===== src/hdl/arx_ram.sv =====
`timescale 1ns / 1ps

module arx_ram #(
  parameter int WIDTH = 32,
  parameter int DEPTH = 64,
  parameter int AW    = (DEPTH > 1) ? $clog2(DEPTH) : 1
) (
  input  logic             clk_i,
  input  logic             we_i,
  input  logic [AW-1:0]    waddr_i,
  input  logic [WIDTH-1:0] wdata_i,
  input  logic [AW-1:0]    raddr_i,
  output logic [WIDTH-1:0] rdata_o
);

  logic [WIDTH-1:0] mem [DEPTH];
  logic [WIDTH-1:0] rdata_q;

  always_ff @(posedge clk_i) begin
    if (we_i) begin
      mem[waddr_i] <= wdata_i;
    end
    rdata_q <= mem[raddr_i];
  end

  assign rdata_o = rdata_q;

endmodule


===== config.mk =====
export PLATFORM = sky130hd
export DESIGN_NAME = arx_ram
export DESIGN_NICKNAME = d
export VERILOG_FILES = /design/src/hdl/arx_ram.sv
export SDC_FILE = /design/constraint.sdc
export NUM_CORES = 2
export LEC_CHECK = 0
export BUFFER_PORTS_ARGS = -buffer_cell sky130_fd_sc_hd__buf_2
export CAP_MARGIN = 40
export CORE_ASPECT_RATIO = 0.7
export CORE_MARGIN = 5
export CORE_UTILIZATION = 67
export CTS_CLUSTER_SIZE = 14
export DETAILED_ROUTE_END_ITERATION = 6
export PLACE_DENSITY = 0.84
export SLEW_MARGIN = 10
export SYNTH_ARGS = -nofsm -noshare
export SYNTH_HDL_FRONTEND = slang
export SYNTH_SLANG_ARGS = --single-unit

===== constraint.sdc =====
create_clock -name clk_i -period 10.3 [get_ports clk_i]
set_input_delay 2.06 -clock clk_i [delete_from_list [all_inputs] [get_ports clk_i]]
set_output_delay 2.06 -clock clk_i [all_outputs]
set_load 0.05 [all_outputs]

==> results.rst <==
.. list-table::
   :header-rows: 1

   * - Metric
     - Value
   * - Outcome
     - finished with violations
   * - Violated checks
     - DRC
   * - Commonest cells after routing, fill and taps aside
     - 2048 x sky130_fd_sc_hd__edfxtp_1, 544 x sky130_fd_sc_hd__mux4_2, 183 x sky130_fd_sc_hd__clkbuf_16, 93 x sky130_fd_sc_hd__mux2i_1, 87 x sky130_fd_sc_hd__buf_4
   * - Global-route wire length before repair
     - 311200 um
   * - Horizontal extent of the die
     - 419.2 um
   * - Depth of the CTS H-tree
     - 4
   * - Area of the core
     - 0.1168 mm2
   * - Count of hold-fix buffers inserted at cts
     - 0
   * - Number of clock buffers inserted by TritonCTS
     - 176
   * - Buffers from clock root to sink, at most
     - 3
   * - Vias after detailed routing
     - 39850
   * - Total nets after synthesis
     - 3370
   * - CP cell instances
     - buf_8, buf_12, buf_4, nand3b_1, o221ai_1, a21oi_1, a21oi_1, nor2_1
   * - Growth of design area from synthesis to finish
     - 11.46%
   * - Die Span Y
     - 296.4 um
   * - Clock-pin slew on the worst setup and hold paths
     - 70 ps
   * - Period minus WS final
     - 5285 ps
   * - Share of the clock period used by the worst path after layout
     - 0.5131
   * - Final net count
     - 3582
   * - Final cell count without fillers
     - 5228
   * - Standard cell with the maximum stage delay on the critical path
     - sky130_fd_sc_hd__buf_4
   * - Kind of launch point of the worst setup path
     - input port
   * - Effective utilization at floorplan
     - 0.6723
   * - Yosys warning count
     - 0
   * - Largest stage delay on the critical path
     - 670 ps
   * - Vias in the first global route
     - 40820
   * - CTS Root Cell
     - sky130_fd_sc_hd__clkbuf_16
   * - Number of cells produced by synthesis
     - 3324
   * - Grt total ovfl
     - 0
   * - Sequential element share of the synthesized area
     - 0.7914
   * - Initial DRC Count
     - 7780
   * - Transition time of the tightest slew-check pin
     - 1088 ps
   * - Max-slew violation total from the final report
     - 0
   * - Number of cells traversed by the worst hold path
     - 4
   * - Final worst clock skew
     - 27.35 ps
   * - Total setup buffers inserted after CTS
     - 0
   * - Drt total wl
     - 222800 um
   * - Skew-Pair Late Insertion Delay
     - 810 ps
   * - Mean instance size in the synthesized netlist
     - 23.62 um2
   * - Peak supply drop
     - 0.2095 mV
   * - Count of cell types in the netlist
     - 34
   * - Half-perimeter wire length after detailed placement
     - 109500 um
   * - Final hold violations
     - 0
   * - Post-placement cell count
     - 4903
   * - Count of state elements after synthesis
     - 2080
   * - Total negative slack
     - 0 ps
   * - CTS tree
     - done
   * - IO buf count
     - 77
   * - Required time of the critical path
     - 10960 ps
   * - Crit path arrival time
     - 5940 ps
   * - I/O pin cnt
     - 78
   * - Number of iterations in the first detailed-routing pass
     - 7
   * - Number of sinks on the clock net
     - 2080
   * - Relative slew slack
     - 0.2746
   * - Vias/cell
     - 7.623
   * - Placer's final routability congestion estimate
     - 0.8273
   * - DRC
     - 2
   * - Maximum number of pins on one net before global-route repair
     - 123
   * - DRT antenna net count
     - 0
   * - Routed WL per cell
     - 42.61 um
   * - Power per cell area
     - 191.5 mW/mm2
   * - Class of the worst hold path
     - flop to flop
   * - Cells resized by post-CTS repair
     - 0
   * - Die ar.
     - 0.1242 mm2
   * - Crit. End Element
     - flop
   * - Max-capacitance violation count
     - 0
   * - Setup repair after global routing missed its margin
     - false
   * - Initial antenna violation count
     - 19
   * - Leading cell type in the layout, fill and taps excluded
     - sky130_fd_sc_hd__edfxtp_1
   * - Site Rows
     - 105
   * - Final number of setup-violating endpoints
     - 0
   * - Global router's overall resource usage
     - 0.3679
   * - CP Max Fanout
     - 103
   * - Most frequent cell on the critical path
     - sky130_fd_sc_hd__a21oi_1
   * - Number of cells traversed by the worst register-to-register path
     - 4
   * - Leakage
     - 27.21 nW
   * - Maximum clock rate
     - 189.2 MHz
   * - Class of the most critical setup path
     - input port to flop
   * - Post-Synthesis Cell Area
     - 0.07852 mm2
   * - Fraction of layout cells with a size suffix above 1
     - 0.2838
-- per-stage QoR --
stage               total power [W]  utilization  cell area, um2  hold WS, ps  setup slack, ps
floorplan                   0.01009            -           78520        663.2             5080
global placement            0.01041       0.6953           81210        777.3             4395
detailed placement          0.01050       0.7031           82120        764.5             4428
CTS                         0.01675       0.7484           87410        794.3             5200
global route                0.01721       0.7491           87490        856.2             4787
finish                      0.01676       0.7493           87510        829.2             5015
-- where the power goes --
| part | total (W) | internal [W] | switching, W |
|---|---|---|---|
| registers | 0.00941 | 0.00936 | 0.0000473 |
| clock network | 0.00639 | 0.00342 | 0.00297 |
| logic | 0.000954 | 0.000337 | 0.000618 |
| total | 0.0168 | 0.0131 | 0.00364 |
-- flip-flops by register name, indices dropped and copies added (netlist names) --
name	flops
mem	2048
rdata_o	32
-- cells in the mapped netlist --
library cell | n | area, um2
sky130_fd_sc_hd__a21oi_1 | 62 | 310.3
sky130_fd_sc_hd__a22oi_1 | 12 | 90.09
sky130_fd_sc_hd__a311oi_1 | 8 | 70.07
sky130_fd_sc_hd__a31oi_1 | 1 | 6.260
sky130_fd_sc_hd__a41o_1 | 4 | 40.04
sky130_fd_sc_hd__and2_1 | 2 | 12.51
sky130_fd_sc_hd__and3_1 | 4 | 25.02
sky130_fd_sc_hd__buf_1 | 21 | 78.83
sky130_fd_sc_hd__buf_2 | 57 | 285.3
sky130_fd_sc_hd__buf_4 | 25 | 187.7
sky130_fd_sc_hd__buf_6 | 5 | 56.30
sky130_fd_sc_hd__clkbuf_1 | 74 | 277.8
sky130_fd_sc_hd__dfxtp_1 | 32 | 640.6
sky130_fd_sc_hd__edfxtp_1 | 2048 | 61500
sky130_fd_sc_hd__mux2i_1 | 93 | 930.9
sky130_fd_sc_hd__mux4_2 | 544 | 12250
sky130_fd_sc_hd__nand2_1 | 26 | 97.59
sky130_fd_sc_hd__nand2b_1 | 8 | 50.05
sky130_fd_sc_hd__nand3_1 | 5 | 25.02
sky130_fd_sc_hd__nand3b_1 | 5 | 37.54
sky130_fd_sc_hd__nand4_1 | 2 | 12.51
sky130_fd_sc_hd__nand4b_1 | 1 | 8.760
sky130_fd_sc_hd__nor2_1 | 137 | 514.2
sky130_fd_sc_hd__nor2b_1 | 15 | 93.84
sky130_fd_sc_hd__nor3_1 | 7 | 35.03
sky130_fd_sc_hd__o221ai_1 | 27 | 236.5
sky130_fd_sc_hd__o22ai_1 | 84 | 525.5
sky130_fd_sc_hd__o32ai_1 | 4 | 35.03
sky130_fd_sc_hd__or2_0 | 1 | 6.260
sky130_fd_sc_hd__or2_1 | 1 | 6.260
sky130_fd_sc_hd__or2_2 | 1 | 6.260
sky130_fd_sc_hd__or3_1 | 3 | 18.77
sky130_fd_sc_hd__or3b_1 | 2 | 17.52
sky130_fd_sc_hd__or3b_2 | 3 | 26.28
-- cell type report --
type | count | area (um2)
well taps | 1551 | 1941
repair buffers | 216 | 2142
fillers | 5630 | 29280
clock buffers | 277 | 5082
diodes | 12 | 30.03
multi-input cells | 1062 | 15970
flip-flops and latches | 2080 | 62140
clock inverters | 30 | 210.2
-- per-layer routing --
layer	vias up	global-route usage	share of wire
li1	14650	-	-
met1	20300	0.4929	0.31
met2	4061	0.5708	0.47
met3	832	0.1111	0.16
met4	12	0.1779	0.059
met5	-	0	0.00034
-- worst paths after layout --
kind	from	end	slack, ps
worst max-delay path	raddr_i[1]	rdata_o[6]	5020
worst min-delay path	mem[29][20]	rdata_o[20]	830
worst max register to register	mem[19][10]	rdata_o[10]	7890
worst min register to register	mem[29][20]	rdata_o[20]	830
-- worst max-delay path: cells and delay by family --
family,cells,cell delay (ps)
buffers and inverters,3,1800
AO/OA/AOI/OAI,3,1280
AND/OR/NAND/NOR,2,720
-- logic make-up after synthesis --
logic type / synth area share
buffers and inverters: 0.01128
AO/OA/AOI/OAI: 0.01673
AND/OR/NAND/NOR: 0.01265
flip-flops: 0.7914
multiplexers: 0.1679
Power figures use the tool's default switching activity.
