**config.mk**
```make
export PLATFORM = sky130hd
export DESIGN_NAME = arx_mac
export DESIGN_NICKNAME = d
export VERILOG_FILES = /design/src/hdl/arx_pkg.sv /design/src/hdl/arx_mac.sv
export SDC_FILE = /design/constraint.sdc
export NUM_CORES = 2
export LEC_CHECK = 0
export BUFFER_PORTS_ARGS = -buffer_cell sky130_fd_sc_hd__buf_4
export CELL_PAD_IN_SITES_DETAIL_PLACEMENT = 0
export CELL_PAD_IN_SITES_GLOBAL_PLACEMENT = 2
export CORE_MARGIN = 8
export CORE_UTILIZATION = 45
export CTS_CLUSTER_DIAMETER = 120
export DETAILED_ROUTE_END_ITERATION = 8
export PLACE_DENSITY = 0.88
export SYNTH_ARGS = -nofsm -noshare
export SYNTH_HDL_FRONTEND = slang
export SYNTH_SLANG_ARGS = --single-unit
```
**constraint.sdc**
```tcl
create_clock -name clk_i -period 15.4 [get_ports clk_i]
set_clock_uncertainty 0.1 [all_clocks]
set_input_delay 1.54 -clock clk_i [delete_from_list [all_inputs] [get_ports clk_i]]
set_output_delay 1.54 -clock clk_i [all_outputs]
set_load 0.005 [all_outputs]
```
**src/hdl/arx_pkg.sv**
```systemverilog
`timescale 1ns / 1ps

package arx_pkg;

  // Sizing of the controller.
  localparam int MAX_OUTPUTS = 8;
  localparam int MAX_INPUTS  = 8;
  localparam int MAX_ORDER_A = 8;
  localparam int MAX_ORDER_B = 8;

  // The coefficient address format reserves three bits each for row, block and column.
  localparam int ADDR_SPAN  = 8;
  localparam int COEF_DEPTH = 1024;
  localparam int COEF_AW    = 10;

  localparam int HIST_OUT_DEPTH = MAX_ORDER_A * MAX_OUTPUTS;
  localparam int HIST_IN_DEPTH  = MAX_ORDER_B * MAX_INPUTS;
  localparam int HIST_OUT_AW    = (HIST_OUT_DEPTH > 1) ? $clog2(HIST_OUT_DEPTH) : 1;
  localparam int HIST_IN_AW     = (HIST_IN_DEPTH > 1) ? $clog2(HIST_IN_DEPTH) : 1;
  localparam int STG_OUT_W      = (MAX_OUTPUTS > 1) ? $clog2(MAX_OUTPUTS) : 1;
  localparam int STG_IN_W       = (MAX_INPUTS > 1) ? $clog2(MAX_INPUTS) : 1;

  // Field widths.
  localparam int IDX_W      = 10;
  localparam int SMP_W      = 32;
  localparam int ACC_W      = 64;
  localparam int CNT_W      = 4;
  localparam int SEL_W      = 3;
  localparam int S_TDATA_W  = 48;
  localparam int M_TDATA_W  = 32;

  typedef logic [CNT_W-1:0]       cnt_t;
  typedef logic [SEL_W-1:0]       sel_t;
  typedef logic [COEF_AW-1:0]     coef_addr_t;
  typedef logic [HIST_OUT_AW-1:0] hist_out_addr_t;
  typedef logic [HIST_IN_AW-1:0]  hist_in_addr_t;
  typedef logic [STG_OUT_W-1:0]   stg_out_idx_t;
  typedef logic [STG_IN_W-1:0]    stg_in_idx_t;
  typedef logic [IDX_W-1:0]       idx_t;

  // Largest counts that actually take effect.
  localparam cnt_t EFF_OUT_MAX = cnt_t'((MAX_OUTPUTS < ADDR_SPAN) ? MAX_OUTPUTS : ADDR_SPAN);
  localparam cnt_t EFF_IN_MAX  = cnt_t'((MAX_INPUTS < ADDR_SPAN) ? MAX_INPUTS : ADDR_SPAN);
  localparam cnt_t EFF_A_MAX   = cnt_t'((MAX_ORDER_A < ADDR_SPAN) ? MAX_ORDER_A : ADDR_SPAN);
  localparam cnt_t EFF_B_MAX   = cnt_t'((MAX_ORDER_B < ADDR_SPAN) ? MAX_ORDER_B : ADDR_SPAN);

  // Item modes.
  localparam logic [1:0] MODE_COEF   = 2'd0;
  localparam logic [1:0] MODE_OUTPUT = 2'd1;
  localparam logic [1:0] MODE_INPUT  = 2'd2;

  // Configuration register indexes.
  localparam logic [1:0] REG_NUM_OUTPUTS = 2'd0;
  localparam logic [1:0] REG_NUM_INPUTS  = 2'd1;
  localparam logic [1:0] REG_ORDER_A     = 2'd2;
  localparam logic [1:0] REG_ORDER_B     = 2'd3;

  typedef enum logic [2:0] {
    ST_CLEAR,
    ST_IDLE,
    ST_COMMIT,
    ST_ISSUE,
    ST_DRAIN,
    ST_EMIT
  } arx_state_e;

  // Effective configuration.
  typedef struct packed {
    cnt_t no;
    cnt_t ni;
    cnt_t pa;
    cnt_t pb;
  } arx_cfg_t;

  // Sequencer commands to the datapath.
  typedef struct packed {
    logic           in_ready;
    logic           clr;
    coef_addr_t     clr_addr;
    logic           cmt_we_out;
    logic           cmt_we_in;
    hist_out_addr_t cmt_out_addr;
    hist_in_addr_t  cmt_in_addr;
    sel_t           cmt_idx;
    logic           rd_en;
    logic           rd_beta;
    coef_addr_t     coef_raddr;
    hist_out_addr_t out_raddr;
    hist_in_addr_t  in_raddr;
    logic           acc_clear;
    logic           emit;
    sel_t           emit_chan;
    logic           emit_last;
  } arx_ctrl_t;

  function automatic cnt_t eff_count(input cnt_t v, input cnt_t maxv);
    if (v == '0) begin
      return cnt_t'(1);
    end
    if (v > maxv) begin
      return maxv;
    end
    return v;
  endfunction

  // Move the newest slot one place back, wrapping to the oldest slot of the order.
  function automatic sel_t step_back(input sel_t slot, input cnt_t order);
    if (slot == '0 || {1'b0, slot} >= order) begin
      return sel_t'(order - cnt_t'(1));
    end
    return slot - sel_t'(1);
  endfunction

  function automatic logic signed [ACC_W-1:0] sat_add(input logic signed [ACC_W-1:0] a,
                                                      input logic signed [ACC_W-1:0] b);
    logic signed [ACC_W-1:0] s;
    s = a + b;
    if (a[ACC_W-1] == b[ACC_W-1] && s[ACC_W-1] != a[ACC_W-1]) begin
      return a[ACC_W-1] ? {1'b1, {(ACC_W-1){1'b0}}} : {1'b0, {(ACC_W-1){1'b1}}};
    end
    return s;
  endfunction

  // Q24.40 to Q16.16: shift by 24, round half up, saturate to 32 bits.
  function automatic logic signed [SMP_W-1:0] to_q16(input logic signed [ACC_W-1:0] acc);
    logic [40:0] q;
    q = {acc[63], acc[63:24]} + {40'd0, acc[23]};
    if (q[40:31] != {10{q[40]}}) begin
      return q[40] ? {1'b1, {(SMP_W-1){1'b0}}} : {1'b0, {(SMP_W-1){1'b1}}};
    end
    return q[31:0];
  endfunction

endpackage

```
**src/hdl/arx_mac.sv**
```systemverilog
`timescale 1ns / 1ps

module arx_mac (
  input  logic                                clk_i,
  input  logic                                rst_ni,
  input  logic                                issue_i,
  input  logic                                beta_i,
  input  logic                                acc_clear_i,
  input  logic signed [arx_pkg::SMP_W-1:0]    coef_i,
  input  logic signed [arx_pkg::SMP_W-1:0]    out_smp_i,
  input  logic signed [arx_pkg::SMP_W-1:0]    in_smp_i,
  output logic signed [arx_pkg::ACC_W-1:0]    acc_o,
  output logic                                busy_o
);

  // Stage 1: memory data valid. Stage 2: product valid.
  logic                             v1_q, beta1_q, v2_q;
  logic signed [arx_pkg::SMP_W-1:0] sample;
  logic signed [arx_pkg::ACC_W-1:0] prod_d, prod_q;
  logic signed [arx_pkg::ACC_W-1:0] acc_d, acc_q;

  assign sample = beta1_q ? in_smp_i : out_smp_i;
  assign prod_d = coef_i * sample;

  always_comb begin
    acc_d = acc_q;
    if (acc_clear_i) begin
      acc_d = '0;
    end else if (v2_q) begin
      acc_d = arx_pkg::sat_add(acc_q, prod_q);
    end
  end

  always_ff @(posedge clk_i or negedge rst_ni) begin
    if (!rst_ni) begin
      v1_q    <= 1'b0;
      beta1_q <= 1'b0;
      v2_q    <= 1'b0;
      acc_q   <= '0;
    end else begin
      v1_q    <= issue_i;
      beta1_q <= beta_i;
      v2_q    <= v1_q;
      acc_q   <= acc_d;
    end
  end

  always_ff @(posedge clk_i) begin
    prod_q <= prod_d;
  end

  assign acc_o  = acc_q;
  assign busy_o = v1_q | v2_q;

endmodule

```
==> metrics <==
Ports 166; post-synthesis sequential area ratio 6.675%; Ys Warns 0; initial core utilization 45.22%; postcts setup bufs 0; cell area after placement 46540 µm²; Hold Path Depth 0; final clock period utilization by the worst path 62.58%; Antenna Cells 0; CP startpoint kind input pin; Placeable Area 97990 µm²; Most used DFF post-synth dfrtp_1; Unique masters post-synth 76; minimum setup slack among reg-to-reg paths 5840 ps; CTS tree done; PnR worst setup slack 5763 ps; routability cong. 0.8545; worst-margin pin slew 1165 ps; hold path startpoint v1_q; total CTS buffers 17; worst skew pair latency 440 ps; pre-CTS setup slack 5349 ps; share of cells above drive strength 1 5.938%; max frequency 0.1038 GHz; post-synthesis cell count 4816; H-tree depth 4; clock-pin slew on the worst setup and hold paths 60 ps; setup TNS 0 ps; Die Span X 329.8 µm; Via density 5.280; largest net degree at the start of global routing 64; Post-synth EDFFs 0; Layout area overhead 6.390%; chip height 329.8 µm; drt drc 0; RR Endpoint prod_q[63]; total routed wirelength 121.1 mm; Hold EP v2_q; vias in the first global route 35080; initial antenna violation count 0; FP Rows 115; Final #Nets 6201; critical path required time 15620 ps; Final Instance Area 47140 µm²; status complete, no violations; Final ANT Viol Nets 0; hold buffers post-CTS 0; R2R depth 25; post-synthesis cell area 44310 µm²; drt first pass iters 5; Vias 32050; PortBufs 165; # clock sinks 131; worst reg2reg startpoint beta1_q; RSZ-0062 raised after global routing no; global route overflow 0; critical path endpoint category flip-flop; GRT Util Overall 22.86%; CTS resizes 0; Routed wire per std cell 19.96 µm; die area 108800 µm²; ys async rst share 51.15%; Crit path arrival time 9860 ps; Hold Vio Cnt, Final 0; worst rel slew slack 22.32%; clk buf depth 2; CP Max Fanout 32; Post-DP HPWL 99.30 mm; First DRT Iteration DRCs 1674; Yosys reg bits 131; Tmin final 9637 ps; global-route wire length before repair 195.9 mm; Post-Syn Nets 6247; Avg Cell Area, Syn 9.201 µm²; worst hold path type reg2reg; max-slew violations 0; max_cap viols 0; Crit Path Class in2reg; Root Buffer clkbuf_16; final setup fails 0
==> metal layers <==
layer,routed length (µm),vias to the layer above,GRT usage (%)
li1,-,14380,-
met1,49090,16800,28.50
met2,64080,702,42.07
met3,4441,162,2.274
met4,3519,0,6.156
met5,0,-,0
==> critical path: stages <==
cell	delay, ps
buf_4	110
mux2_2	250
buf_4	240
nand2_1	160
inv_1	100
fa_1	610
fa_1	470
fa_1	780
fa_1	1000
inv_1	380
fa_1	570
inv_1	60
fa_1	540
inv_1	50
fa_1	470
inv_1	50
fa_1	450
ha_1	420
a21o_1	220
a21o_1	170
a21o_1	200
a21oi_1	140
nor2b_1	50
o21ai_0	140
nand2b_1	70
a21o_1	180
a221oi_1	310
o2bb2ai_1	90
==> sequential cells by signal, indices dropped and copies added (netlist names) <==
signal   cells
prod_q      64
v1_q         1
beta1_q      1
acc_o       64
v2_q         1
==> how the worst max path moves through the flow <==
stage | slack, ps | cells after the start | start | end
6_report | 5760 | 28 | in_smp_i[2] | prod_q[63]
5_1_grt | 5270 | 30 | beta1_q | prod_q[63]
4_1_cts | 5760 | 25 | beta1_q | prod_q[63]
3_5_place_dp | 5350 | 28 | in_smp_i[2] | prod_q[63]
3_3_place_gp | 5430 | 28 | in_smp_i[2] | prod_q[63]
2_1_floorplan | 6170 | 28 | in_smp_i[2] | prod_q[63]
==> area by class of cell <==
class	instances	area, µm²
fillers	9418	50850
multi-input cells	3449	36840
inverters	977	3667
flip-flops and latches	131	2962
well taps	1287	1610
repair buffers	194	1456
clock buffers	17	425.4
clock inverters	15	181.4
==> Yosys cell counts, types with 4 or more instances <==
cell type,number,area share (%)
a31oi_1,15,0.21
a21oi_1,135,1.5
nor2b_1,256,3.6
dfrtp_1,67,3.8
o31ai_1,6,0.10
o21bai_1,21,0.36
inv_1,977,8.3
nor3_1,70,0.79
or3_1,9,0.13
ha_1,247,7.0
a211oi_1,24,0.41
o21ai_0,69,0.78
nor4_1,5,0.071
o211ai_1,6,0.10
xnor2_1,77,1.5
dfxtp_1,64,2.9
nor2_1,107,0.91
o21ai_1,67,0.76
a311oi_1,7,0.14
xor2_1,37,0.73
a211o_1,6,0.12
a32oi_1,11,0.22
nand4_1,25,0.35
a31o_2,4,0.079
o21a_1,20,0.34
a21boi_0,6,0.10
a21o_1,73,1.2
or2_2,10,0.14
nand2_1,603,5.1
mux2_2,24,0.61
clkbuf_1,255,2.2
mux2i_1,11,0.25
nand3_1,36,0.41
nand2b_1,28,0.40
and2_1,280,4.0
fa_1,1083,49
and3_1,13,0.18
==> stage by stage <==
step           std cells  hold WS (ps)  utilization [%]
4_1_cts             6070         268.6            48.11
2_1_floorplan       4816         246.1                -
6_report            6070         274.3            48.11
5_1_grt             6070         283.1            48.11
3_5_place_dp        6038         253.5            47.49
3_3_place_gp        6038         248.2            47.49
==> layout by cell type, fill, tap and decap left out, drive strengths merged, types with 7 or more instances in the layout <==
cell type | Yosys | final
o31ai | 7 | 7
dfrtp | 67 | 67
nand2 | 603 | 603
a31oi | 15 | 15
mux2 | 25 | 25
nor3 | 70 | 70
xnor2 | 77 | 77
nand2b | 28 | 28
and3 | 13 | 13
inv | 977 | 980
clkbuf | 255 | 17
o21ai | 137 | 137
nor2b | 256 | 256
nand3 | 36 | 36
nor2 | 107 | 107
a31o | 7 | 7
buf | 4 | 194
a211oi | 24 | 24
a21o | 73 | 73
nand4 | 25 | 25
ha | 247 | 247
a32oi | 11 | 11
or3 | 9 | 9
a21oi | 136 | 136
o21bai | 21 | 21
a311oi | 7 | 7
and2 | 280 | 280
or2 | 10 | 10
xor2 | 37 | 37
dfxtp | 64 | 64
o21a | 20 | 20
fa | 1083 | 1083
mux2i | 11 | 11
==> logic make-up (layout without fill, tap and decap cells) <==
logic type | Yosys count | count (layout) | share of synthesized area (%)
xor+xnor | 114 | 114 | 2.253
flops | 131 | 131 | 6.675
fa+ha+maj | 1330 | 1330 | 55.90
mux | 36 | 36 | 0.8838
buf+inv | 1236 | 1203 | 10.47
compound gates | 511 | 511 | 7.455
simple gates | 1458 | 1458 | 16.36
Power is not shown: default switching activity piles up to over one toggle a cycle in this logic, so the estimate is an artifact.
