File: src/hdl/arx_pkg.sv
`timescale 1ns / 1ps

package arx_pkg;

  // Sizing of the controller.
  localparam int MAX_OUTPUTS = 8;
  localparam int MAX_INPUTS  = 8;
  localparam int MAX_ORDER_A = 8;
  localparam int MAX_ORDER_B = 8;

  // The coefficient address format reserves three bits each for row, block and column.
  localparam int ADDR_SPAN  = 8;
  localparam int COEF_DEPTH = 1024;
  localparam int COEF_AW    = 10;

  localparam int HIST_OUT_DEPTH = MAX_ORDER_A * MAX_OUTPUTS;
  localparam int HIST_IN_DEPTH  = MAX_ORDER_B * MAX_INPUTS;
  localparam int HIST_OUT_AW    = (HIST_OUT_DEPTH > 1) ? $clog2(HIST_OUT_DEPTH) : 1;
  localparam int HIST_IN_AW     = (HIST_IN_DEPTH > 1) ? $clog2(HIST_IN_DEPTH) : 1;
  localparam int STG_OUT_W      = (MAX_OUTPUTS > 1) ? $clog2(MAX_OUTPUTS) : 1;
  localparam int STG_IN_W       = (MAX_INPUTS > 1) ? $clog2(MAX_INPUTS) : 1;

  // Field widths.
  localparam int IDX_W      = 10;
  localparam int SMP_W      = 32;
  localparam int ACC_W      = 64;
  localparam int CNT_W      = 4;
  localparam int SEL_W      = 3;
  localparam int S_TDATA_W  = 48;
  localparam int M_TDATA_W  = 32;

  typedef logic [CNT_W-1:0]       cnt_t;
  typedef logic [SEL_W-1:0]       sel_t;
  typedef logic [COEF_AW-1:0]     coef_addr_t;
  typedef logic [HIST_OUT_AW-1:0] hist_out_addr_t;
  typedef logic [HIST_IN_AW-1:0]  hist_in_addr_t;
  typedef logic [STG_OUT_W-1:0]   stg_out_idx_t;
  typedef logic [STG_IN_W-1:0]    stg_in_idx_t;
  typedef logic [IDX_W-1:0]       idx_t;

  // Largest counts that actually take effect.
  localparam cnt_t EFF_OUT_MAX = cnt_t'((MAX_OUTPUTS < ADDR_SPAN) ? MAX_OUTPUTS : ADDR_SPAN);
  localparam cnt_t EFF_IN_MAX  = cnt_t'((MAX_INPUTS < ADDR_SPAN) ? MAX_INPUTS : ADDR_SPAN);
  localparam cnt_t EFF_A_MAX   = cnt_t'((MAX_ORDER_A < ADDR_SPAN) ? MAX_ORDER_A : ADDR_SPAN);
  localparam cnt_t EFF_B_MAX   = cnt_t'((MAX_ORDER_B < ADDR_SPAN) ? MAX_ORDER_B : ADDR_SPAN);

  // Item modes.
  localparam logic [1:0] MODE_COEF   = 2'd0;
  localparam logic [1:0] MODE_OUTPUT = 2'd1;
  localparam logic [1:0] MODE_INPUT  = 2'd2;

  // Configuration register indexes.
  localparam logic [1:0] REG_NUM_OUTPUTS = 2'd0;
  localparam logic [1:0] REG_NUM_INPUTS  = 2'd1;
  localparam logic [1:0] REG_ORDER_A     = 2'd2;
  localparam logic [1:0] REG_ORDER_B     = 2'd3;

  typedef enum logic [2:0] {
    ST_CLEAR,
    ST_IDLE,
    ST_COMMIT,
    ST_ISSUE,
    ST_DRAIN,
    ST_EMIT
  } arx_state_e;

  // Effective configuration.
  typedef struct packed {
    cnt_t no;
    cnt_t ni;
    cnt_t pa;
    cnt_t pb;
  } arx_cfg_t;

  // Sequencer commands to the datapath.
  typedef struct packed {
    logic           in_ready;
    logic           clr;
    coef_addr_t     clr_addr;
    logic           cmt_we_out;
    logic           cmt_we_in;
    hist_out_addr_t cmt_out_addr;
    hist_in_addr_t  cmt_in_addr;
    sel_t           cmt_idx;
    logic           rd_en;
    logic           rd_beta;
    coef_addr_t     coef_raddr;
    hist_out_addr_t out_raddr;
    hist_in_addr_t  in_raddr;
    logic           acc_clear;
    logic           emit;
    sel_t           emit_chan;
    logic           emit_last;
  } arx_ctrl_t;

  function automatic cnt_t eff_count(input cnt_t v, input cnt_t maxv);
    if (v == '0) begin
      return cnt_t'(1);
    end
    if (v > maxv) begin
      return maxv;
    end
    return v;
  endfunction

  // Move the newest slot one place back, wrapping to the oldest slot of the order.
  function automatic sel_t step_back(input sel_t slot, input cnt_t order);
    if (slot == '0 || {1'b0, slot} >= order) begin
      return sel_t'(order - cnt_t'(1));
    end
    return slot - sel_t'(1);
  endfunction

  function automatic logic signed [ACC_W-1:0] sat_add(input logic signed [ACC_W-1:0] a,
                                                      input logic signed [ACC_W-1:0] b);
    logic signed [ACC_W-1:0] s;
    s = a + b;
    if (a[ACC_W-1] == b[ACC_W-1] && s[ACC_W-1] != a[ACC_W-1]) begin
      return a[ACC_W-1] ? {1'b1, {(ACC_W-1){1'b0}}} : {1'b0, {(ACC_W-1){1'b1}}};
    end
    return s;
  endfunction

  // Q24.40 to Q16.16: shift by 24, round half up, saturate to 32 bits.
  function automatic logic signed [SMP_W-1:0] to_q16(input logic signed [ACC_W-1:0] acc);
    logic [40:0] q;
    q = {acc[63], acc[63:24]} + {40'd0, acc[23]};
    if (q[40:31] != {10{q[40]}}) begin
      return q[40] ? {1'b1, {(SMP_W-1){1'b0}}} : {1'b0, {(SMP_W-1){1'b1}}};
    end
    return q[31:0];
  endfunction

endpackage

File: src/hdl/arx_seq.sv
`timescale 1ns / 1ps

module arx_seq (
  input  logic                clk_i,
  input  logic                rst_ni,
  input  arx_pkg::arx_cfg_t   cfg_i,
  input  logic                commit_i,
  input  logic                mac_busy_i,
  input  logic                out_free_i,
  output arx_pkg::arx_ctrl_t  ctrl_o
);

  arx_pkg::arx_state_e state_d, state_q;
  arx_pkg::coef_addr_t clr_d, clr_q;
  arx_pkg::sel_t       cj_d, cj_q;
  arx_pkg::sel_t       i_d, i_q, k_d, k_q, j_d, j_q, slot_d, slot_q;
  logic                beta_d, beta_q;
  arx_pkg::sel_t       nout_d, nout_q, nin_d, nin_q;

  arx_pkg::cnt_t cmt_len, last_j, order;
  logic          j_end, k_end, slot_wrap;

  always_comb begin
    cmt_len   = (cfg_i.no > cfg_i.ni) ? cfg_i.no : cfg_i.ni;
    last_j    = beta_q ? cfg_i.ni : cfg_i.no;
    order     = beta_q ? cfg_i.pb : cfg_i.pa;
    j_end     = ({1'b0, j_q} + arx_pkg::cnt_t'(1)) == last_j;
    k_end     = ({1'b0, k_q} + arx_pkg::cnt_t'(1)) == order;
    slot_wrap = ({1'b0, slot_q} + arx_pkg::cnt_t'(1)) == order;
  end

  always_comb begin
    state_d = state_q;
    clr_d   = clr_q;
    cj_d    = cj_q;
    i_d     = i_q;
    k_d     = k_q;
    j_d     = j_q;
    slot_d  = slot_q;
    beta_d  = beta_q;
    nout_d  = nout_q;
    nin_d   = nin_q;

    ctrl_o              = '0;
    ctrl_o.clr_addr     = clr_q;
    ctrl_o.cmt_idx      = cj_q;
    ctrl_o.cmt_out_addr = arx_pkg::hist_out_addr_t'(nout_q)
                          * arx_pkg::hist_out_addr_t'(arx_pkg::MAX_OUTPUTS)
                          + arx_pkg::hist_out_addr_t'(cj_q);
    ctrl_o.cmt_in_addr  = arx_pkg::hist_in_addr_t'(nin_q)
                          * arx_pkg::hist_in_addr_t'(arx_pkg::MAX_INPUTS)
                          + arx_pkg::hist_in_addr_t'(cj_q);
    ctrl_o.rd_beta      = beta_q;
    ctrl_o.coef_raddr   = {beta_q, i_q, k_q, j_q};
    ctrl_o.out_raddr    = arx_pkg::hist_out_addr_t'(slot_q)
                          * arx_pkg::hist_out_addr_t'(arx_pkg::MAX_OUTPUTS)
                          + arx_pkg::hist_out_addr_t'(j_q);
    ctrl_o.in_raddr     = arx_pkg::hist_in_addr_t'(slot_q)
                          * arx_pkg::hist_in_addr_t'(arx_pkg::MAX_INPUTS)
                          + arx_pkg::hist_in_addr_t'(j_q);
    ctrl_o.emit_chan    = i_q;
    ctrl_o.emit_last    = ({1'b0, i_q} + arx_pkg::cnt_t'(1)) == cfg_i.ni;

    case (state_q)
      arx_pkg::ST_CLEAR: begin
        ctrl_o.clr = 1'b1;
        clr_d      = clr_q + arx_pkg::coef_addr_t'(1);
        if (clr_q == '1) begin
          state_d = arx_pkg::ST_IDLE;
        end
      end
      arx_pkg::ST_IDLE: begin
        ctrl_o.in_ready = 1'b1;
        if (commit_i) begin
          nout_d  = arx_pkg::step_back(nout_q, cfg_i.pa);
          nin_d   = arx_pkg::step_back(nin_q, cfg_i.pb);
          cj_d    = '0;
          state_d = arx_pkg::ST_COMMIT;
        end
      end
      arx_pkg::ST_COMMIT: begin
        ctrl_o.cmt_we_out = {1'b0, cj_q} < cfg_i.no;
        ctrl_o.cmt_we_in  = {1'b0, cj_q} < cfg_i.ni;
        ctrl_o.acc_clear  = 1'b1;
        cj_d              = cj_q + arx_pkg::sel_t'(1);
        if (({1'b0, cj_q} + arx_pkg::cnt_t'(1)) == cmt_len) begin
          i_d     = '0;
          k_d     = '0;
          j_d     = '0;
          beta_d  = 1'b0;
          slot_d  = nout_q;
          state_d = arx_pkg::ST_ISSUE;
        end
      end
      arx_pkg::ST_ISSUE: begin
        ctrl_o.rd_en = 1'b1;
        if (j_end) begin
          j_d = '0;
          if (k_end) begin
            if (!beta_q) begin
              beta_d = 1'b1;
              k_d    = '0;
              slot_d = nin_q;
            end else begin
              state_d = arx_pkg::ST_DRAIN;
            end
          end else begin
            k_d    = k_q + arx_pkg::sel_t'(1);
            slot_d = slot_wrap ? '0 : slot_q + arx_pkg::sel_t'(1);
          end
        end else begin
          j_d = j_q + arx_pkg::sel_t'(1);
        end
      end
      arx_pkg::ST_DRAIN: begin
        if (!mac_busy_i) begin
          state_d = arx_pkg::ST_EMIT;
        end
      end
      arx_pkg::ST_EMIT: begin
        if (out_free_i) begin
          ctrl_o.emit      = 1'b1;
          ctrl_o.acc_clear = 1'b1;
          if (ctrl_o.emit_last) begin
            state_d = arx_pkg::ST_IDLE;
          end else begin
            i_d     = i_q + arx_pkg::sel_t'(1);
            k_d     = '0;
            j_d     = '0;
            beta_d  = 1'b0;
            slot_d  = nout_q;
            state_d = arx_pkg::ST_ISSUE;
          end
        end
      end
      default: begin
        state_d = arx_pkg::ST_IDLE;
      end
    endcase
  end

  always_ff @(posedge clk_i or negedge rst_ni) begin
    if (!rst_ni) begin
      state_q <= arx_pkg::ST_CLEAR;
      clr_q   <= '0;
      cj_q    <= '0;
      i_q     <= '0;
      k_q     <= '0;
      j_q     <= '0;
      slot_q  <= '0;
      beta_q  <= 1'b0;
      nout_q  <= '0;
      nin_q   <= '0;
    end else begin
      state_q <= state_d;
      clr_q   <= clr_d;
      cj_q    <= cj_d;
      i_q     <= i_d;
      k_q     <= k_d;
      j_q     <= j_d;
      slot_q  <= slot_d;
      beta_q  <= beta_d;
      nout_q  <= nout_d;
      nin_q   <= nin_d;
    end
  end

endmodule

File: config.mk
export PLATFORM = sky130hd
export DESIGN_NAME = arx_seq
export DESIGN_NICKNAME = d
export VERILOG_FILES = /design/src/hdl/arx_pkg.sv /design/src/hdl/arx_seq.sv
export SDC_FILE = /design/constraint.sdc
export NUM_CORES = 1
export LEC_CHECK = 0
export CAP_MARGIN = 0
export CORE_MARGIN = 2
export CORE_UTILIZATION = 40
export CTS_CLUSTER_DIAMETER = 60
export DETAILED_ROUTE_END_ITERATION = 12
export DONT_BUFFER_PORTS = 1
export SLEW_MARGIN = 20
export SYNTH_ARGS = -nofsm -noshare
export SYNTH_HDL_FRONTEND = slang
export SYNTH_SLANG_ARGS = --single-unit
export TNS_END_PERCENT = 30
File: constraint.sdc
create_clock -name clk_i -period 3.8 [get_ports clk_i]
set_clock_uncertainty 0.1 [all_clocks]
set_input_delay 0.76 -clock clk_i [delete_from_list [all_inputs] [get_ports clk_i]]
set_output_delay 0.76 -clock clk_i [all_outputs]
set_load 0.01 [all_outputs]
==> implementation parameters <==
Parameter                              Value

Run status
  Outcome ... finished clean

Route
  Routed length per placed instance ... 16.1 µm
  Iter 0 DRT Violations ... 112
  Avg Vias per Cell ... 5.41
  Vias after detailed routing ... 2273
  # DRC ... 0
  Antenna violation net count after detailed routing ... 0
  DRT Wirelength ... 6750 µm
  Count of TritonRoute iterations in the first routing pass ... 4

Critical path
  Data arrival time of the critical path ... 3.49 ns
  WP data required ... 3.88 ns
  Startpoint kind of the worst setup timing path ... primary input
  Type of destination of the critical path ... flop
  Critical-path maximum fanout ... 4
  Class of the most critical setup path ... in -> reg

Clocking
  Root buffer cell ... sky130_fd_sc_hd__clkbuf_8
  Clock latency on the worst-skew pair ... 0.29 ns
  Clock-pin slew on the worst setup and hold paths ... 0.08 ns
  Clock tree from TritonCTS ... done
  Count of hold-fix buffers inserted at cts ... 0
  Clock Tree Buf Depth ... 2
  Count of H-tree levels built during CTS ... 2
  # clock sinks ... 35
  Post-CTS sizing ... 0
  TritonCTS buffer count ... 5
  Setup repair bufs after CTS ... 0

Floorplanning
  Die W ... 90.3 µm
  Total number of placement rows ... 31
  Starting utilization of the core area ... 0.413
  Core area ... 0.00721 mm²
  Num ports ... 80
  Vertical die dimension ... 90.3 µm
  Die outline area ... 0.00815 mm²

Global route
  GRT Residual Overflow ... 0
  Wire length of the first global-routing pass ... 11500 µm
  Vias in the first global route ... 2395
  Initial antenna violation count ... 0
  GRT Util Overall ... 0.172
  Largest net degree at the start of global routing ... 36

Synth
  Summed instance area of the synthesized netlist ... 0.00298 mm²
  Average footprint of a synthesized cell ... 9.03 µm²
  Main area contributors after synthesis ... sky130_fd_sc_hd__dfrtp_1 29%, sky130_fd_sc_hd__ha_1 9.7%, sky130_fd_sc_hd__mux2i_1 6.0%
  Number of instances in the synthesized netlist ... 330
  Post-synthesis sequential area ratio ... 0.294
  Number of distinct library cells after synthesis ... 49
  Post-synth top area share ... 0.294
  Synth area leader ... sky130_fd_sc_hd__dfrtp_1
  Yosys warnings ... 0
  Number of flip-flops and latches in the synthesized netlist ... 35
  Net count of the mapped netlist ... 374

Final layout
  Final design area excluding fillers ... 0.00306 mm²
  Count of nets after finishing ... 364
  Layout-stage area growth over the synthesis result ... 2.86%
  Leading cell type in the layout, fill and taps excluded ... sky130_fd_sc_hd__dfrtp_1
  Commonest cells after routing, fill and taps aside ... 35 x sky130_fd_sc_hd__dfrtp_1, 29 x sky130_fd_sc_hd__nand2_1, 23 x sky130_fd_sc_hd__o21ai_0, 23 x sky130_fd_sc_hd__ha_1, 21 x sky130_fd_sc_hd__inv_1
  Layout cell share with drive strength beyond 1 ... 0.118
  Ant. Diodes ... 0

Timing
  Minimum clock period after layout ... 3.42 ns
  Number of hold violations in the final report ... 0
  Max Transition Viols Final ... 0
  Setup Total Neg Slack ... 0 ns
  Achievable clock frequency ... 293 MHz
  Finish-stage setup viols ... 0
  Slew HR ... 0.629
  Period utilisation layout ... 0.899
  Measured slew at the worst slew-check pin ... 0.551 ns
  Unrepaired setup endpoints after global routing ... false

Place
  Detailed placement HPWL ... 5210 µm
  Weighted congestion reported at the end of routability-driven placement ... 0.934
  Number of buffer cells added on primary ports ... 0
  Placed Area ... 0.00298 mm²

Min path
  Type of the most critical hold path ... in -> async

Flow run
  Number of max-cap violations ... 0

Power
  VDD IR max ... 0.277 mV
  Leakage power ... 1.43 nW
  Pwr dens ... 856 mW/mm²
-- layout make-up --
cell class	count	area, µm²
fill	757	4150
multi-input combinational	247	1830
sequential	35	876
tap	99	124
inverter	21	78.8
clock buffer	7	76.3
timing repair buffer	10	75.1
clock inverter	1	5.00
-- layer usage --
metal	vias to the layer above	track usage	routed length, µm
met2	61	0.291	3140
met4	0	0.0462	80
li1	1126	-	-
met1	1076	0.212	3080
met5	-	0	0
met3	10	0.0551	448
-- worst paths after layout --
| check | startpoint | endpoint | slack (ns) | cells past startpoint |
|---|---|---|---|---|
| max | cfg_i[9] | k_q[0]$_DFFE_PN0P_ | 0.38 | 10 |
| min | rst_ni | nin_q[2]$_DFFE_PN0P_ | 0.05 | 0 |
| max reg2reg | cj_q[0]$_DFFE_PN0P_ | k_q[0]$_DFFE_PN0P_ | 0.62 | 8 |
| min reg2reg | clr_q[6]$_DFFE_PN0P_ | clr_q[6]$_DFFE_PN0P_ | 0.46 | 1 |
| max in group asynchronous | rst_ni | clr_q[9]$_DFFE_PN0P_ | 3.45 | 0 |
| min in group clk_i | clr_q[6]$_DFFE_PN0P_ | clr_q[6]$_DFFE_PN0P_ | 0.46 | 1 |
-- power breakdown --
part	total [mW]	internal (mW)	leakage, nW	switching (mW)
Combinational	1.53	0.731	0.938	0.801
Clock	0.267	0.129	0.0422	0.138
Sequential	0.824	0.515	0.447	0.309
Total	2.62	1.38	1.43	1.25
-- state kept, by name, summed over array words and instances, names as in the netlist --
name / flops
i_q: 3
nin_q: 3
cj_q: 3
j_q: 3
slot_q: 3
nout_q: 3
beta_q: 1
k_q: 3
clr_q: 10
state_q: 3
-- worst max-delay path, cell delays in order --
cell                       delay, ns
sky130_fd_sc_hd__inv_1          0.05
sky130_fd_sc_hd__ha_1           0.33
sky130_fd_sc_hd__nor2b_4        0.14
sky130_fd_sc_hd__o211ai_4       0.19
sky130_fd_sc_hd__a221o_1        0.15
sky130_fd_sc_hd__nand2_1        0.06
sky130_fd_sc_hd__or4b_4         0.54
sky130_fd_sc_hd__o41a_1         0.44
sky130_fd_sc_hd__or3_1          0.49
sky130_fd_sc_hd__mux2_4         0.33
-- synth_stat cells, drive strengths merged --
| cell type | count |
|---|---|
| or3 | 5 |
| buf | 23 |
| o211ai | 2 |
| a221o | 2 |
| and3 | 2 |
| a22oi | 6 |
| a21oi | 14 |
| o22a | 1 |
| nor3 | 7 |
| and4 | 1 |
| o22ai | 3 |
| a22o | 1 |
| mux2i | 18 |
| a31oi | 2 |
| o31ai | 2 |
| clkbuf | 4 |
| dfrtp | 35 |
| or2 | 4 |
| inv | 21 |
| mux2 | 10 |
| nand4 | 2 |
| nand2b | 9 |
| a211oi | 4 |
| ha | 23 |
| o41a | 1 |
| nand2 | 29 |
| o21ai | 23 |
| nand4b | 2 |
| and2 | 1 |
| nor2b | 5 |
| or4b | 1 |
| a21boi | 1 |
| o41ai | 1 |
| a21o | 5 |
| nor4 | 2 |
| nand3b | 2 |
| o21a | 4 |
| nand3 | 5 |
| xnor2 | 19 |
| nor2 | 17 |
| xor2 | 11 |
-- cell families after synthesis --
family                     after synthesis  share of synthesized area
xor gates and xnor gates                30                     0.0882
adders and majority gates               23                     0.0966
buffers and inverters                   48                     0.0920
muxes                                   28                      0.102
DFF                                     35                      0.294
and+or+nand+nor                         94                      0.164
AOI/OAI and AO/OA                       72                      0.163
-- stage by stage --
step / util / total power [mW] / hold WS (ns) / worst slack, ns / cells
after detailed placement: 0.413 / 2.37 / 0.366 / 0.0994 / 412
after floorplan: - / 2.15 / 0.364 / 0.196 / 330
after global placement: 0.413 / 2.34 / 0.366 / 0.172 / 412
final: 0.425 / 2.62 / 0.0488 / 0.383 / 420
after CTS: 0.425 / 2.65 / 0.0393 / 0.412 / 420
after global routing: 0.425 / 2.88 / 0.0358 / 0.301 / 420
No activity file was read; power rests on OpenSTA's default activity.
